### src/design/assert_macros.svh
// Assertion macros shared by the vector search RTL.
// Included by modules that check their own control logic; no other dependencies.
`ifndef ASSERT_MACROS_SVH
`define ASSERT_MACROS_SVH

// Checks that a condition holds at every rising clock edge outside reset.
`define CTK_ASSERT(lbl, clk, rstn, prop) \
    lbl: assert property (@(posedge clk) disable iff (!rstn) (prop)) \
        else $error("assertion failed");

// Checks that a trigger is followed in the next cycle by a consequence.
`define CTK_ASSERT_NEXT(lbl, clk, rstn, trig, cons) \
    lbl: assert property (@(posedge clk) disable iff (!rstn) (trig) |=> (cons)) \
        else $error("assertion failed");

`endif

### src/design/ctk_pkg.sv
// Shared types and constants of the cosine top-k vector search.
// No dependencies; imported by every module of the block.
`timescale 1ns / 1ps

package ctk_pkg;

    localparam int SCORE_W    = 16;
    localparam int CFG_IDX_W  = 2;
    localparam int CFG_DATA_W = 8;

    localparam logic [CFG_IDX_W-1:0] CFG_TOP_K = 2'd0;
    localparam logic [CFG_IDX_W-1:0] CFG_DIM   = 2'd1;

    localparam logic CMD_ADD   = 1'b0;
    localparam logic CMD_QUERY = 1'b1;

    typedef enum logic [1:0] {
        STATUS_ADDED = 2'd0,
        STATUS_FULL  = 2'd1,
        STATUS_MATCH = 2'd2,
        STATUS_EMPTY = 2'd3
    } ctk_status_t;

    typedef enum logic [1:0] {
        ST_IDLE,
        ST_DOT,
        ST_SCORE,
        ST_EMIT
    } ctk_state_t;

    typedef enum logic [1:0] {
        SC_IDLE,
        SC_MUL,
        SC_PREP,
        SC_SRCH
    } ctk_sc_state_t;

    typedef struct packed {
        logic clear;
        logic insert;
        logic shift;
    } ctk_cell_ctrl_t;

endpackage

### src/design/ctk_cell.sv
// One cell of the sorted top-k chain: holds one score and index.
// Depends on ctk_pkg; inserts a broadcast candidate or shifts toward the output.
`timescale 1ns / 1ps

module ctk_cell import ctk_pkg::*; #(
    parameter int INDEX_W = 8
) (
    input  logic                      aclk,
    input  logic                      aresetn,
    input  ctk_cell_ctrl_t            ctrl,
    input  logic signed [SCORE_W-1:0] cand_score,
    input  logic        [INDEX_W-1:0] cand_index,
    input  logic                      prev_valid,
    input  logic signed [SCORE_W-1:0] prev_score,
    input  logic        [INDEX_W-1:0] prev_index,
    input  logic                      prev_beat,
    input  logic                      next_valid,
    input  logic signed [SCORE_W-1:0] next_score,
    input  logic        [INDEX_W-1:0] next_index,
    output logic                      valid,
    output logic signed [SCORE_W-1:0] score,
    output logic        [INDEX_W-1:0] index,
    output logic                      beat
);

    logic                      valid_reg;
    logic signed [SCORE_W-1:0] score_reg;
    logic        [INDEX_W-1:0] index_reg;

    assign beat = !valid_reg || (cand_score > score_reg);

    always_ff @(posedge aclk) begin
        if (!aresetn) begin
            valid_reg <= 1'b0;
        end else if (ctrl.clear) begin
            valid_reg <= 1'b0;
        end else if (ctrl.insert) begin
            if (prev_beat) begin
                valid_reg <= prev_valid;
            end else if (beat) begin
                valid_reg <= 1'b1;
            end
        end else if (ctrl.shift) begin
            valid_reg <= next_valid;
        end
    end

    always_ff @(posedge aclk) begin
        if (ctrl.insert) begin
            if (prev_beat) begin
                score_reg <= prev_score;
                index_reg <= prev_index;
            end else if (beat) begin
                score_reg <= cand_score;
                index_reg <= cand_index;
            end
        end else if (ctrl.shift) begin
            score_reg <= next_score;
            index_reg <= next_index;
        end
    end

    assign valid = valid_reg;
    assign score = score_reg;
    assign index = index_reg;

endmodule

### config.mk
export PLATFORM = sky130hd
export DESIGN_NAME = ctk_cell
export DESIGN_NICKNAME = d
export VERILOG_FILES = /design/src/design/assert_macros.svh /design/src/design/ctk_pkg.sv /design/src/design/ctk_cell.sv
export SDC_FILE = /design/constraint.sdc
export NUM_CORES = 1
export LEC_CHECK = 0
export ABC_AREA = 1
export ABC_CLOCK_PERIOD_IN_PS = 5700
export BUFFER_PORTS_ARGS = -buffer_cell sky130_fd_sc_hd__buf_2
export CORE_MARGIN = 2
export CORE_UTILIZATION = 49
export CTS_BUF_LIST = sky130_fd_sc_hd__clkbuf_8
export CTS_CLUSTER_DIAMETER = 120
export DETAILED_ROUTE_END_ITERATION = 8
export GPL_TIMING_DRIVEN = 0
export PLACE_DENSITY = 0.85
export SLEW_MARGIN = 10
export SYNTH_ARGS = -nofsm -noshare
export SYNTH_HDL_FRONTEND = slang
export SYNTH_SLANG_ARGS = --single-unit
### constraint.sdc
create_clock -name aclk -period 5.7 [get_ports aclk]
set_clock_uncertainty 0.1 [all_clocks]
set_input_delay 1.71 -clock aclk [delete_from_list [all_inputs] [get_ports aclk]]
set_output_delay 1.71 -clock aclk [all_outputs]
set_load 0.01 [all_outputs]
==> results.tsv <==
stage	metric	value	unit
finish	Nets	430	
place	Port Buffer Count	103	
clock_network	Reg clk slew, reported paths	90	ps
setup_path	reg2reg setup slack	3020	ps
sta	fmax	208	MHz
synthesis	Seq/Total Area, Yosys	41.3	%
setup_path	Crit Reg-Reg Startpoint	score[5]	
drt	final wirelength	4650	microns
synthesis	Post-Synth XOR/XNOR Area	0	%
synthesis	Synth Area in Simple Gates	35.9	%
clock_network	Post-CTS Hold Buffers	0	
clock_network	setup bufs post-CTS	0	
sta	final worst slack	893	ps
setup_path	Critical Path Stages	12	
sta	Final Hold Vio Count	0	
place	hpwl dp	3640	microns
drt	First-pass DRT Iterations	4	
finish	# fillers	311	
setup_path	Max stage delay on crit path	320	ps
synthesis	Avg Cell Area, Syn	7.93	sq um
setup_path	critical path type	input port to output pin	
place	Post-Place Worst Slack	935	ps
finish	layout cells sized above 1	36.6	%
finish	sequential standard cell area	741	sq um
clock_network	CTS Buf Count	3	
grt	initial antenna violation count	0	
setup_path	Worst Setup EP	beat	
drt	Final ANT Viol Nets	0	
grt	first-pass GRT wire length	7480	microns
drt	DRC violations left	0	
setup_path	maximum fanout along the worst path	2	
sta	period utilization	84.3	%
sta	RSZ-0062 raised after global routing	no	
setup_path	Worst EP required	3890	ps
floorplanning	die area	4160	sq um
sta	TNS Setup	0	ps
sta	Max-Slew Margin vs Limit	37.3	%
floorplanning	Die Width	64.5	microns
clock_network	Root Driver	clkbuf_8	
setup_path	Critical Path Start Type	input port	
finish	max FFs per register	16	
synthesis	post-synth cell types	26	
power	power consumption	0.000487	W
synthesis	Compound-Gate Fraction of Synth Area	2.37	%
grt	largest net degree at the start of global routing	25	
sta	Min Clock Period, post-route	4810	ps
setup_path	Slowest cell on crit path	ha_1	
synthesis	main combinational cell family by area after synthesis	simple AND/OR/NAND/NOR gates	
floorplanning	Row Count	21	
synthesis	Gate Count Post-Synth	226	
finish	area grow syn2layout	34.5	%
finish	Design Area, Final	2410	sq um
clock_network	CTS H-tree lvls	1	
sta	final slew viol count	0	
finish	commonest non-fill, non-tap cell in the layout	buf_2	
place	placed inst area	2370	sq um
setup_path	cell mode on critical path	nand2_1	
finish	multi-input logic area	887	sq um
drt	Starting DRT DRC Count	72	
setup_path	Worst Setup SP	cand_score[5]	
sta	Min Hold Slack	514	ps
floorplanning	Initial Utilization	52.5	%
flow_run	Max-Cap Viols	0	
clock_network	CTS tree	built	
setup_path	CP delay by family, top	simple AND/OR/NAND/NOR gates	
min_path	min-delay worst type	flip-flop to flip-flop	
grt	Total Routing Usage GR	22.8	%
clock_network	Worst-Skew Late Latency	270	ps
setup_path	crit-path cells	buf_2, ha_1, a21oi_1, nor2_1, nor2_1, nand2_1, nand2_1, nand2_1, nand2_1, nand2_2, nand2_1, buf_2	
floorplanning	io pins	106	
status	outcome	finished clean	
drt	DR WL/cell	12.3	microns
setup_path	Crit. End Element	output pin	
synthesis	syn nets	322	
synthesis	synthesized-area fraction occupied by adder cells	11.2	%
clock_network	CTS-repair resized insts	0	
place	Final GP Congestion	0.787	
synthesis	Yosys reg bits	25	
clock_network	clk buf depth	2	
grt	number of global-route vias before repair	1751	
synthesis	mux cell area share after synthesis	0	%
setup_path	R2R cell count	13	
synthesis	Netlist Area Pre-Place	1790	sq um
sta	Slew @ Worst Pin	939	ps
finish	n_diodes	0	
drt	Vias	1922	
power	pwr/cell area	202	nW/um^2
power	VDD IR-drop max	0.117	mV
synthesis	yosys warns	0	
finish	commonest cells after routing, fill and taps aside	106 x buf_2, 72 x nand2_1, 49 x nand3_1	
setup_path	Critical R2R Capture	score[0]	
drt	drt via density	5.07	
clock_network	CTS sink count	25	
sta	Final setup viols	0	
setup_path	Critical path buffers and inverters	2	
setup_path	CP arrival	3000	ps
power	Lkg Pwr	1.32	nW
grt	GRT overflow	0	
floorplanning	core area	3420	sq um
floorplanning	Die Y	64.5	microns
==> kinds of logic after synthesis <==
kind of cell               after synthesis
DFF                                     25
adders and majority gates               16
and+or+nand+nor                        140
AOI/OAI and AO/OA                        7
buffers and inverters                   38
==> tightest hold or removal path: stages (launching register included) <==
cell and delay, ps:
dfxtp_1 350, nand3_2 100, nand3_2 50, nand2_1 50
inv_1 30
==> through the flow <==
stage	cells	util, %
floorplan	226	-
global placement	375	69.3
detailed placement	375	69.3
CTS	379	70.6
global route	379	70.6
finish	379	70.6
==> layer usage <==
metal / share of wire (%) / vias to the layer above / GRT usage, %
li1: - / 958 / -
met1: 41 / 878 / 27.6
met2: 51 / 77 / 41.7
met3: 6.1 / 9 / 2.43
met4: 1.9 / 0 / 8.51
met5: 0 / - / 0
==> area by class of cell <==
type                       count  area share, %
sequential                    25           30.7
clock buffer                   3           1.71
clock inverter                 1          0.207
tap                           46           2.39
buffer                        10           2.18
timing repair buffer         103           21.4
inverter                      28           4.67
multi-input combinational    163           36.8
==> synthesized netlist by cell type <==
cell type / instances / area, sq um
nand4_1: 1 / 6.26
ha_1: 16 / 200
buf_2: 3 / 15.0
a21oi_2: 1 / 8.76
nor2_4: 1 / 11.3
buf_1: 1 / 3.75
nand2_2: 3 / 18.8
edfxtp_1: 24 / 721
nor2_8: 1 / 20.0
and3_1: 1 / 6.26
nand3_2: 2 / 20.0
o22ai_1: 1 / 6.26
nand3_1: 49 / 245
or2_1: 1 / 6.26
a21o_1: 1 / 7.51
dfxtp_1: 1 / 20.0
clkbuf_1: 4 / 15.0
nor2_1: 7 / 26.3
buf_6: 1 / 11.3
a21oi_1: 4 / 20.0
nor3b_1: 1 / 7.51
inv_8: 1 / 11.3
buf_4: 1 / 7.51
nand2_1: 72 / 270
inv_1: 27 / 101
or2_2: 1 / 6.26
==> power breakdown <==
part	total, W	switching (W)	internal (W)
Combinational	0.000148	0.0000826	0.0000658
Clock	0.000107	0.0000584	0.0000490
Sequential	0.000231	0.00000699	0.000224
==> worst min path at each step <==
| stage | startpoint | end | slack, ps | depth (start not counted) |
|---|---|---|---|---|
| floorplan | valid | valid | 510 | 4 |
| global placement | valid | valid | 500 | 4 |
| detailed placement | valid | valid | 500 | 4 |
| CTS | valid | valid | 520 | 4 |
| global route | valid | valid | 570 | 4 |
| finish | valid | valid | 510 | 4 |
(Power assumes the default switching activity.)
