[config.mk]
export PLATFORM = sky130hd
export DESIGN_NAME = ctk_score
export DESIGN_NICKNAME = d
export VERILOG_FILES = /design/src/design/assert_macros.svh /design/src/design/ctk_pkg.sv /design/src/design/ctk_score.sv
export SDC_FILE = /design/constraint.sdc
export NUM_CORES = 2
export LEC_CHECK = 0
export BUFFER_PORTS_ARGS = -buffer_cell sky130_fd_sc_hd__buf_2
export CAP_MARGIN = 25
export CELL_PAD_IN_SITES_DETAIL_PLACEMENT = 1
export CELL_PAD_IN_SITES_GLOBAL_PLACEMENT = 1
export CORE_ASPECT_RATIO = 1.25
export CORE_MARGIN = 8
export CORE_UTILIZATION = 39
export CTS_CLUSTER_DIAMETER = 200
export DETAILED_ROUTE_END_ITERATION = 7
export GPL_ROUTABILITY_DRIVEN = 0
export PLACE_DENSITY_LB_ADDON = 0.05
export SLEW_MARGIN = 10
export SYNTH_ARGS = -nofsm -noshare
export SYNTH_HDL_FRONTEND = slang
export SYNTH_SLANG_ARGS = --single-unit
export TNS_END_PERCENT = 30
[constraint.sdc]
create_clock -name aclk -period 26.4 [get_ports aclk]
set_clock_uncertainty 0.05 [all_clocks]
set_input_delay 5.28 -clock aclk [delete_from_list [all_inputs] [get_ports aclk]]
set_output_delay 5.28 -clock aclk [all_outputs]
set_load 0.05 [all_outputs]
[src/design/assert_macros.svh]
// Assertion macros shared by the vector search RTL.
// Included by modules that check their own control logic; no other dependencies.
`ifndef ASSERT_MACROS_SVH
`define ASSERT_MACROS_SVH

// Checks that a condition holds at every rising clock edge outside reset.
`define CTK_ASSERT(lbl, clk, rstn, prop) \
    lbl: assert property (@(posedge clk) disable iff (!rstn) (prop)) \
        else $error("assertion failed");

// Checks that a trigger is followed in the next cycle by a consequence.
`define CTK_ASSERT_NEXT(lbl, clk, rstn, trig, cons) \
    lbl: assert property (@(posedge clk) disable iff (!rstn) (trig) |=> (cons)) \
        else $error("assertion failed");

`endif

[src/design/ctk_pkg.sv]
// Shared types and constants of the cosine top-k vector search.
// No dependencies; imported by every module of the block.
`timescale 1ns / 1ps

package ctk_pkg;

    localparam int SCORE_W    = 16;
    localparam int CFG_IDX_W  = 2;
    localparam int CFG_DATA_W = 8;

    localparam logic [CFG_IDX_W-1:0] CFG_TOP_K = 2'd0;
    localparam logic [CFG_IDX_W-1:0] CFG_DIM   = 2'd1;

    localparam logic CMD_ADD   = 1'b0;
    localparam logic CMD_QUERY = 1'b1;

    typedef enum logic [1:0] {
        STATUS_ADDED = 2'd0,
        STATUS_FULL  = 2'd1,
        STATUS_MATCH = 2'd2,
        STATUS_EMPTY = 2'd3
    } ctk_status_t;

    typedef enum logic [1:0] {
        ST_IDLE,
        ST_DOT,
        ST_SCORE,
        ST_EMIT
    } ctk_state_t;

    typedef enum logic [1:0] {
        SC_IDLE,
        SC_MUL,
        SC_PREP,
        SC_SRCH
    } ctk_sc_state_t;

    typedef struct packed {
        logic clear;
        logic insert;
        logic shift;
    } ctk_cell_ctrl_t;

endpackage

[src/design/ctk_score.sv]
// Iterative cosine score unit: shift-add products, then a bit-serial root search.
// Depends on ctk_pkg.
`timescale 1ns / 1ps

module ctk_score import ctk_pkg::*; #(
    parameter int DW = 39,
    parameter int NW = 38
) (
    input  logic                      aclk,
    input  logic                      aresetn,
    input  logic                      start,
    input  logic signed [DW-1:0]      dot,
    input  logic        [NW-1:0]      norm_q,
    input  logic        [NW-1:0]      norm_d,
    output logic                      done,
    output logic signed [SCORE_W-1:0] score
);

    localparam int WW = 2 * DW + 32;
    localparam int CW = $clog2(DW);

    ctk_sc_state_t st_reg, st_next;

    logic              neg_reg;
    logic [CW-1:0]     cnt_reg;
    logic [NW-1:0]     ay_reg;
    logic [DW-1:0]     ax_reg;
    logic [WW-1:0]     by_reg, bx_reg, yacc_reg, xacc_reg;
    logic [WW-1:0]     p_reg, r_reg, yb_reg;
    logic [15:0]       m_reg;
    logic              done_reg;
    logic signed [SCORE_W-1:0] score_reg;

    logic [DW-1:0] mag;
    logic [WW-1:0] trial, x_val;
    logic          take;
    logic [15:0]   m_new;
    logic [16:0]   m_wide, mag_c, neg_c;
    logic signed [SCORE_W-1:0] score_fin;

    always_comb begin
        mag    = dot[DW-1] ? DW'(-dot) : DW'(dot);
        x_val  = xacc_reg << 30;
        trial  = p_reg + r_reg + yb_reg;
        take   = (trial <= x_val);
        m_new  = take ? (m_reg | (16'h8000 >> cnt_reg)) : m_reg;
        m_wide = {1'b0, m_new};
        mag_c  = (m_wide > 17'd32768) ? 17'd32768 : m_wide;
        neg_c  = 17'd0 - mag_c;
        if (neg_reg) begin
            score_fin = signed'(neg_c[15:0]);
        end else if (mag_c > 17'd32767) begin
            score_fin = 16'sd32767;
        end else begin
            score_fin = signed'(mag_c[15:0]);
        end
    end

    always_comb begin
        st_next = st_reg;
        unique case (st_reg)
            SC_IDLE: begin
                if (start && norm_q != '0 && norm_d != '0) begin
                    st_next = SC_MUL;
                end
            end
            SC_MUL: begin
                if (cnt_reg == CW'(DW - 1)) begin
                    st_next = SC_PREP;
                end
            end
            SC_PREP: st_next = SC_SRCH;
            SC_SRCH: begin
                if (cnt_reg == CW'(15)) begin
                    st_next = SC_IDLE;
                end
            end
            default: st_next = SC_IDLE;
        endcase
    end

    always_ff @(posedge aclk) begin
        if (!aresetn) begin
            st_reg   <= SC_IDLE;
            done_reg <= 1'b0;
        end else begin
            st_reg   <= st_next;
            done_reg <= 1'b0;
            if (st_reg == SC_IDLE && start && (norm_q == '0 || norm_d == '0)) begin
                done_reg <= 1'b1;
            end
            if (st_reg == SC_SRCH && cnt_reg == CW'(15)) begin
                done_reg <= 1'b1;
            end
        end
    end

    always_ff @(posedge aclk) begin
        case (st_reg)
            SC_IDLE: begin
                neg_reg   <= dot[DW-1];
                ay_reg    <= norm_q;
                by_reg    <= WW'(norm_d);
                ax_reg    <= mag;
                bx_reg    <= WW'(mag);
                yacc_reg  <= '0;
                xacc_reg  <= '0;
                cnt_reg   <= '0;
                score_reg <= '0;
            end
            SC_MUL: begin
                if (ay_reg[0]) begin
                    yacc_reg <= yacc_reg + by_reg;
                end
                if (ax_reg[0]) begin
                    xacc_reg <= xacc_reg + bx_reg;
                end
                ay_reg  <= ay_reg >> 1;
                ax_reg  <= ax_reg >> 1;
                by_reg  <= by_reg << 1;
                bx_reg  <= bx_reg << 1;
                cnt_reg <= cnt_reg + 1'b1;
            end
            SC_PREP: begin
                yb_reg  <= yacc_reg << 30;
                p_reg   <= '0;
                r_reg   <= '0;
                m_reg   <= '0;
                cnt_reg <= '0;
            end
            SC_SRCH: begin
                if (take) begin
                    p_reg <= trial;
                    r_reg <= (r_reg >> 1) + yb_reg;
                end else begin
                    r_reg <= r_reg >> 1;
                end
                yb_reg    <= yb_reg >> 2;
                m_reg     <= m_new;
                cnt_reg   <= cnt_reg + 1'b1;
                score_reg <= score_fin;
            end
            default: begin
            end
        endcase
    end

    assign done  = done_reg;
    assign score = score_reg;

endmodule

==> tab_implementation.tex <==
\begin{tabular}{lr}
\hline
Metric & Value \\
\hline
\multicolumn{2}{l}{\textbf{Run status}} \\
Result of the run & completed \\
\multicolumn{2}{l}{\textbf{CTS}} \\
TritonCTS clock tree & done \\
H-tree depth & 3 \\
Bufs on Longest Clock Path & 3 \\
Num CTS Buffers & 91 \\
Post-CTS Setup Inserts & 0 \\
Resized Gates After CTS & 0 \\
Clock network latency to the later pin of the worst-skew pair & 730 ps \\
Post-CTS clock slew at the launch and capture registers of the worst setup and hold paths & 70 ps \\
Sinks on Clock Net & 769 \\
Count of hold-fix buffers inserted at cts & 0 \\
Clock root buffer & clkbuf\_16 \\
\multicolumn{2}{l}{\textbf{Route}} \\
Number of detailed-routing iterations run before antenna repair & 5 \\
Total via count in the routed design & 45000 \\
Vias per inst & 5.69 \\
Total length of routed wires & 183000 microns \\
Antenna-violating nets left & 0 \\
WL/cell & 23.1 microns \\
\# DRC & 0 \\
Detailed router's first-iteration violation count & 2117 \\
\multicolumn{2}{l}{\textbf{Floorplanning}} \\
Starting density of the core & 39.3\% \\
Number of placement rows & 157 \\
Std-Cell Core Area & 0.147 sq mm \\
Die ar. & 0.160 sq mm \\
Io pins & 135 \\
Vertical die dimension & 446 microns \\
Horiz. Die Dim & 360 microns \\
\multicolumn{2}{l}{\textbf{Critical path}} \\
CP Launch Type & register \\
Endpoint kind of the worst setup timing path & register \\
Required time of the critical path & 26780 ps \\
Cell with the most instances on the worst path & ha\_1 \\
CP arrival & 12620 ps \\
Largest stage delay, worst path & 920 ps \\
Largest fanout of any net on the critical path & 48 \\
Slowest cell on the critical path & o41ai\_1 \\
Start-to-end type of the worst setup path & register to register \\
\multicolumn{2}{l}{\textbf{STA}} \\
Post-Route Setup TNS & 0 ps \\
RSZ-0062 raised after global routing & no \\
Final period util & 46.4\% \\
Worst Tran Pin Value & 1160 ps \\
Count of endpoints failing hold in the final timing report & 0 \\
Max transition margin & 21.8\% \\
Count of pins over their slew limit & 0 \\
Final setup violation count & 0 \\
Time the worst path needs with I/O delays and setup & 12240 ps \\
Fmax achieved & 81.7 MHz \\
Crit path setup slack, layout & 14160 ps \\
Smallest hold slack & 474 ps \\
\multicolumn{2}{l}{\textbf{Synth}} \\
Count of yosys warnings during synthesis & 0 \\
Post-synthesis adder-cell area fraction & 14.0\% \\
Multiplexer area fraction after synthesis & 3.15\% \\
Cell area after technology mapping & 0.0576 sq mm \\
Synthesized net count & 6594 \\
Xor and xnor area share after synthesis & 5.70\% \\
Post-synth top cells & edfxtp\_1 (760), a21oi\_1 (642), nand2\_1 (480) \\
Synth Area in Compound Gates & 18.5\% \\
Instance count of the mapped netlist & 5900 \\
Post-synth ARST share & 0\% \\
Cell type contributing the most total cell area after synthesis & edfxtp\_1 \\
Library cell with the highest instance count after synthesis & edfxtp\_1 \\
Number of enable-type register cells in the synthesized netlist & 760 \\
Mean instance size in the synthesized netlist & 9.76 sq um \\
Number of library cell types mapped by synthesis & 87 \\
Post-synthesis sequential area ratio & 39.9\% \\
Largest family of logic cells by synthesized area & compound AO/OA/AOI/OAI gates \\
Synthesized flop and latch total & 769 \\
Ys flop type & edfxtp\_1 \\
Share of the synthesized area in the top cell type & 39.6\% \\
Top cells by area in the synthesized netlist & edfxtp\_1 (40\%), ha\_1 (10\%), a21oi\_1 (5.6\%) \\
Simple-gate share of the synthesized area & 15.2\% \\
\multicolumn{2}{l}{\textbf{GRT}} \\
First-pass GRT wire length & 283000 microns \\
Pin count of the biggest net entering global routing & 87 \\
Vias in the first global route & 48000 \\
Combined global-route utilization of all metal layers & 22.1\% \\
Initial antenna violation count & 2 \\
Overflow left after global routing & 0 \\
\multicolumn{2}{l}{\textbf{Cells and area}} \\
Post-route insts no fill & 7905 \\
Fraction of layout cells with a size suffix above 1 & 8.67\% \\
Count of filler cells inserted in the layout & 16500 \\
Antenna diode count & 0 \\
Relative area change from synthesis to final layout & 9.63\% \\
Fin nets & 6617 \\
\multicolumn{2}{l}{\textbf{Placement}} \\
Post-placement cell count & 7737 \\
Placement-stage worst setup slack & 14350 ps \\
Port Buf Inserts & 134 \\
HPWL reported at the end of detailed placement & 143000 microns \\
\multicolumn{2}{l}{\textbf{Hold path}} \\
Worst min path class & register to register \\
\multicolumn{2}{l}{\textbf{Job}} \\
Reported max-cap violation count & 0 \\
\hline
\end{tabular}
==> area by class of cell <==
type / count / area (sq um) / share of cell area (%)
clock buffers: 106 / 2350 / 3.73
clock inverters: 61 / 682 / 1.08
inverters: 281 / 1060 / 1.68
multi-input cells: 4604 / 32600 / 51.7
flip-flops and latches: 769 / 23000 / 36.4
well taps: 1908 / 2390 / 3.78
repair buffers: 176 / 991 / 1.57
==> cells by family after synthesis <==
family	after synthesis
adders and majority gates	576
and+or+nand+nor	1793
xor gates and xnor gates	375
DFF	769
AOI/OAI and AO/OA	1698
buffers and inverters	527
muxes	162
==> metal layers <==
metal	share of wire (%)	up-vias	routed length (microns)	GRT usage (%)
met3	2.1	263	3860	2.06
met2	52	508	95500	41.4
met4	3.8	4	6860	8.45
met5	0.014	-	26	0
met1	42	22500	76600	26.1
li1	-	21700	-	-
==> critical path, delay by kind of cell, from the launching register on <==
kind                     cells  cell delay [ps]
multiplexers                 1              240
buffers and inverters        1              210
flip-flops                   1              440
XOR/XNOR                     1              180
adder cells (fa/ha/maj)      5             1750
AND/OR/NAND/NOR             12             3940
AO/OA/AOI/OAI               15             5060
==> through the flow <==
stage               utilization (%)  cell area [sq um]
global placement               41.0              60100
detailed placement             41.0              60100
global route                   43.1              63100
floorplan                         -              57600
CTS                            43.1              63100
finish                         43.1              63100
==> cell usage in the layout (no fill, tap or decap), drive strengths merged, types with 12 or more instances in the layout <==
cell type / n
a211oi: 50
nand4: 97
inv: 286
and2: 265
mux2: 155
nand2b: 58
a221oi: 14
o2111ai: 13
buf: 175
o31ai: 38
a21o: 276
a2111oi: 27
o21ai: 281
and4: 12
o21a: 54
a21oi: 644
nor4: 39
xor2: 149
a211o: 13
a21boi: 20
edfxtp: 760
or4: 17
nand2: 480
o21bai: 65
or3: 34
and3: 54
clkbuf: 106
nor3: 60
clkinv: 35
o211ai: 31
nor2b: 55
a31oi: 57
nand3: 111
xnor2: 226
or2: 19
fa: 113
ha: 463
nor2: 467
==> worst paths after layout <==
kind                            depth (start not counted)    endpoint       start  slack, ps
worst max-delay path                                   35   score[10]    r_reg[1]      14160
worst min-delay path                                    1  cnt_reg[0]  cnt_reg[0]        470
worst max register to register                         35   score[10]    r_reg[1]      14160
worst min register to register                          1  cnt_reg[0]  cnt_reg[0]        470
Power is left out: the tool's default activity adds up to more than one toggle a clock period on the data nets, which glitch-free logic cannot reach.
